[config.mk]
export PLATFORM = sky130hd
export DESIGN_NAME = mhd_range_sum
export DESIGN_NICKNAME = d
export VERILOG_FILES = /design/src/hw/rtl/mhd_pkg.sv /design/src/hw/rtl/mhd_range_sum.sv
export SDC_FILE = /design/constraint.sdc
export NUM_CORES = 2
export LEC_CHECK = 0
export ABC_AREA = 1
export BUFFER_PORTS_ARGS = -buffer_cell sky130_fd_sc_hd__buf_4
export CAP_MARGIN = 15
export CORE_ASPECT_RATIO = 1.1
export CORE_UTILIZATION = 40
export DETAILED_ROUTE_END_ITERATION = 6
export SLEW_MARGIN = 10
export SYNTH_ARGS = -nofsm -noshare
export SYNTH_HDL_FRONTEND = slang
export SYNTH_SLANG_ARGS = --single-unit
[constraint.sdc]
create_clock -name i_clk -period 36.7 [get_ports i_clk]
set_input_delay 1.835 -clock i_clk [delete_from_list [all_inputs] [get_ports i_clk]]
set_output_delay 1.835 -clock i_clk [all_outputs]
set_load 0.01 [all_outputs]
[src/hw/rtl/mhd_pkg.sv]
// shared types, constants and codes of the modified hikkake detector
package mhd_pkg;

    // default parameter values
    localparam int DEF_MAX_PERIOD = 16;
    localparam int DEF_PRICE_BITS = 32;

    // fixed field and register widths
    localparam int FIELD_W    = 32;
    localparam int IN_DATA_W  = 4 * FIELD_W;
    localparam int CODE_W     = 9;
    localparam int OUT_DATA_W = 16;
    localparam int PERIOD_W   = 5;
    localparam int FACTOR_W   = 11;
    localparam int CFG_IDX_W  = 2;
    localparam int CFG_DATA_W = 11;
    localparam int CD_W       = 3;

    // configuration register indexes
    localparam logic [CFG_IDX_W-1:0] REG_NEAR_PERIOD = 2'd0;
    localparam logic [CFG_IDX_W-1:0] REG_NEAR_FACTOR = 2'd1;
    localparam logic [CFG_IDX_W-1:0] REG_RANGE_MODE  = 2'd2;

    // configuration reset values
    localparam logic [PERIOD_W-1:0] RST_NEAR_PERIOD = 5'd5;
    localparam logic [FACTOR_W-1:0] RST_NEAR_FACTOR = 11'd51;
    localparam logic                RST_RANGE_MODE  = 1'b0;

    // range mode codes
    localparam logic MODE_HIGH_LOW   = 1'b0;
    localparam logic MODE_CLOSE_OPEN = 1'b1;

    // algorithm constants
    localparam int FRAC_SHIFT     = 8;
    localparam int WARMUP_EXTRA   = 5;
    localparam int CONFIRM_WINDOW = 4;

    // result codes
    localparam logic signed [CODE_W-1:0] CODE_NONE       = 9'sd0;
    localparam logic signed [CODE_W-1:0] CODE_BULL_SETUP = 9'sd100;
    localparam logic signed [CODE_W-1:0] CODE_BEAR_SETUP = -9'sd100;
    localparam logic signed [CODE_W-1:0] CODE_BULL_CONF  = 9'sd200;
    localparam logic signed [CODE_W-1:0] CODE_BEAR_CONF  = -9'sd200;

    // direction of the pending setup
    typedef enum logic [1:0] {
        DIR_NONE = 2'd0,
        DIR_BULL = 2'd1,
        DIR_BEAR = 2'd2
    } t_dir;

endpackage

[src/hw/rtl/mhd_range_sum.sv]
// sliding sums of the last 1..MAX_PERIOD candle ranges, one running sum per window length
module mhd_range_sum
    import mhd_pkg::*;
#(
    parameter int MAX_PERIOD = DEF_MAX_PERIOD,
    parameter int PRICE_BITS = DEF_PRICE_BITS,
    parameter int P_W        = $clog2(MAX_PERIOD + 1),
    parameter int SUM_W      = PRICE_BITS + P_W
) (
    input  logic                  i_clk,
    input  logic                  i_rst_n,
    input  logic                  i_shift,
    input  logic [PRICE_BITS-1:0] i_range,
    input  logic [P_W-1:0]        i_period,
    output logic [SUM_W-1:0]      o_sum
);

    localparam int IDX_W = (MAX_PERIOD > 1) ? $clog2(MAX_PERIOD) : 1;

    logic [PRICE_BITS-1:0] r_ring [MAX_PERIOD];
    logic [SUM_W-1:0]      r_sum  [MAX_PERIOD];
    logic [IDX_W-1:0]      w_idx;

    // ring as a shift line: entry 0 is the newest range, sum k covers entries 0..k
    always_ff @(posedge i_clk) begin
        if (!i_rst_n) begin
            for (int k = 0; k < MAX_PERIOD; k++) begin
                r_ring[k] <= '0;
                r_sum[k]  <= '0;
            end
        end else if (i_shift) begin
            r_ring[0] <= i_range;
            for (int k = 1; k < MAX_PERIOD; k++) begin
                r_ring[k] <= r_ring[k-1];
            end
            for (int k = 0; k < MAX_PERIOD; k++) begin
                r_sum[k] <= r_sum[k] + SUM_W'(i_range) - SUM_W'(r_ring[k]);
            end
        end
    end

    // pick the sum of the requested window; a zero period yields zero
    assign w_idx = IDX_W'(i_period - P_W'(1));
    assign o_sum = (i_period == '0) ? '0 : r_sum[w_idx];

endmodule

==> results.md <==
- Adder-cell share of the synthesized area: between 10% and 20%
- Total GRT Usage: 34.9%
- TNS Setup: 0 ns
- CP arrival: between 6 and 7 ns
- Clock-pin slew on the worst setup and hold paths: 0.06 ns
- Failing checks: DRC
- Worst path top cell family by delay: buffers and inverters
- Crit path cell chain: buf_8, inv_8, ha_4, inv_6, buf_4, a21oi_1, o21ai_0, nand3_1, a31oi_1, buf_4
- Fin. Hold Viols: 0
- Cells after DPL: ~18000
- IO Count: 77
- Routed vias: a little over 90000
- Vias per inst: ~5.1
- Clock buffer count from CTS: about 160
- First-pass GRT wire length: about 630 mm
- Mapped Cells: approximately 15000
- Post-synthesis sequential area ratio: 32.7%
- Post-CTS Hold Fix Bufs: 0
- #FFs+latches synth: between 1000 and 1500
- CTS Root Cell: clkbuf_16
- Critical Path Most Common Cell: buf_4
- Total Routed Length: roughly 450 mm
- Mean Syn Cell Area: roughly 7.0 sq um
- Core area: about 250000 sq um
- GR Overflow Total: 0
- Distinct cells, synth: 33
- Simple-gate portion of the synthesized area: a little under a quarter
- Leak: just under 60 nW
- Pwr per Cell Area: roughly 83 nW/um^2
- Syn Std Cell Area: about 100000 sq um
- Commonest non-fill, non-tap cells in the layout: inv_1 (3781), nand2_1 (3629), nor2_1 (1730)
- # fillers: roughly 27000
- Worst-Skew Late Latency: 0.89 ns
- Layout area overhead: 9.27%
- Top post-synthesis cells by area: edfxtp_1 (33%), inv_1 (14%), nand2_1 (13%)
- CP max stage delay: slightly below 0.8 ns
- Final worst path period share: between 20% and 30%
- Largest family of logic cells by synthesized area: simple AND/OR/NAND/NOR gates
- Crit path max fanout: between 100 and 150
- DR WL/cell: between 20 and 25 microns
- Setup crit start kind: primary input
- Residual DRC: 1
- Dpl hpwl: ~360 mm
- Max Root-Sink Buffers: 4
- Vias in the first global route: about 90000
- CP required: approximately 35 ns
- Chip Width: between 400 and 500 microns
- Max-slew violations: 0
- Std cell rows: 193
- Initial Util: 40.2%
- Final Wtd Congestion: around 1.1
- Synth top area share: 32.7%
- DRT iter0 DRCs: between 8000 and 9000
- Largest net degree at the start of global routing: roughly 200
- Antenna viol nets, final: 0
- RSZ-0062 raised after global routing: false
- Complex-gate fraction of the synthesized area: between 10 and 15%
- Warnings, synthesis: 0
- Pre-Repair DR Iteration Count: 7
- Clock Sinks: approximately 1100
- Outcome: finished, violations left
- Commonest non-fill, non-tap cell in the layout: inv_1
- Final setup violation count: 0
- Worst-margin pin slew: 1.21 ns
- Tmin final: roughly 8.0 ns
- IO buf count: 76
- Worst setup EP type: output pin
- Slew Limit Headroom: a little under a fifth
- CTS tree: done
- Max-cap violations: 0
- Htree depth: 4
- Crit path buf inv count: 5
- Clock skew: 0.0622 ns
- Post-CTS Setup Bufs: 0
- Final net count: around 16000
- Die height: ~530 microns
- Syn Nets: around 16000
- Worst min-delay path class: reg2reg
- Mux share of post-synthesis cell area: 0%
- DIE AREA: approximately 260000 sq um
- Fmax: 125 MHz
- Worst setup path class: in2out
- XOR/XNOR share of the synthesized area: less than 1%
- Utilization after layout: 44.0%
- CTS resizes: 0
- Crit path max-delay cell type: a31oi_1
- Share of layout cells above drive strength 1: 2.79%
- Initial antenna violation count: 26
- Final cell count without fillers: between 15000 and 20000
- Worst vdd rail ir drop: 0.0488 mV
- Post-synth top area cell: edfxtp_1
flip-flops by register name (all words and copies together), names as in the netlist:
name and cells:
r_sum 592, r_ring 512
cells in the mapped netlist (all sizes together):
| library cell | instances |
|---|---|
| clkinv | 1 |
| nor3 | 71 |
| fa | 512 |
| or2 | 1 |
| and3 | 1 |
| a21oi | 1188 |
| a21o | 39 |
| xor2 | 21 |
| o211ai | 5 |
| xnor2 | 2 |
| nand4 | 16 |
| a22o | 1 |
| inv | 3817 |
| nand3 | 628 |
| a31oi | 37 |
| nand3b | 19 |
| ha | 593 |
| nand2 | 3630 |
| clkbuf | 162 |
| o21bai | 67 |
| nor2 | 1730 |
| edfxtp | 1104 |
| buf | 84 |
| o21a | 41 |
| a221oi | 1 |
| o21ai | 729 |
path summary, 6_finish.rpt:
path,startpoint,end,slack [ns],cells past startpoint
setup / recovery,i_period[0],o_sum[0],28.70,10
setup reg to reg,r_sum[8][0]$_SDFFCE_PN0P_,r_sum[8][24]$_SDFFCE_PN0P_,32.55,18
hold reg to reg,r_ring[14][4]$_SDFFCE_PN0P_,r_ring[15][4]$_SDFFCE_PN0P_,0.55,2
hold / removal,r_ring[14][4]$_SDFFCE_PN0P_,r_ring[15][4]$_SDFFCE_PN0P_,0.55,2
cell type report:
cell class              count  area [sq um]  share of cell area (%)
diodes                     18          45.0                  0.0407
clock buffers             181          4020                    3.63
clock inverters            86           927                   0.838
inverters                3818         14400                    13.0
multi-input cells        9332         52800                    47.7
flip-flops and latches   1104         33200                    30.0
well taps                3315          4150                    3.75
repair buffers            151          1210                    1.09
routing by layer:
layer,routed length [microns],GRT usage (%)
met5,161,0
met4,47800,31.2
met3,31100,6.42
met2,212000,59.1
met1,157000,37.1
report_power, final:
group          leakage (nW)  internal [mW]  switching [mW]  total (mW)
logic                  43.8           1.57            3.98        5.55
registers              12.1           1.73           0.309        2.04
clock network          2.37          0.908           0.651        1.56
tightest hold or removal path, delay by kind of cell, from the launching register on:
kind / cells / cell delay (ns)
flip-flops: 1 / 0.36
buffers and inverters: 1 / 0.04
AND/OR/NAND/NOR: 1 / 0.06
cells by family (layout without fill, tap and decap cells):
kind of cell | Yosys count | count (layout)
simple gates | 6096 | 6096
buf+inv | 4064 | 4236
compound gates | 2108 | 2108
fa+ha+maj | 1105 | 1105
flops | 1104 | 1104
xor+xnor | 23 | 23
other cells | 0 | 18
stage by stage:
stage	power [mW]	area (sq um)	worst slack, ns	hold slack (ns)
6_report	9.15	111000	28.70	0.550
5_1_grt	9.79	111000	28.55	0.583
4_1_cts	9.06	111000	28.93	0.556
3_5_place_dp	7.48	106000	28.92	0.543
3_3_place_gp	7.48	106000	28.97	0.539
2_1_floorplan	5.45	101000	20.27	0.511
(Power assumes the default switching activity.)
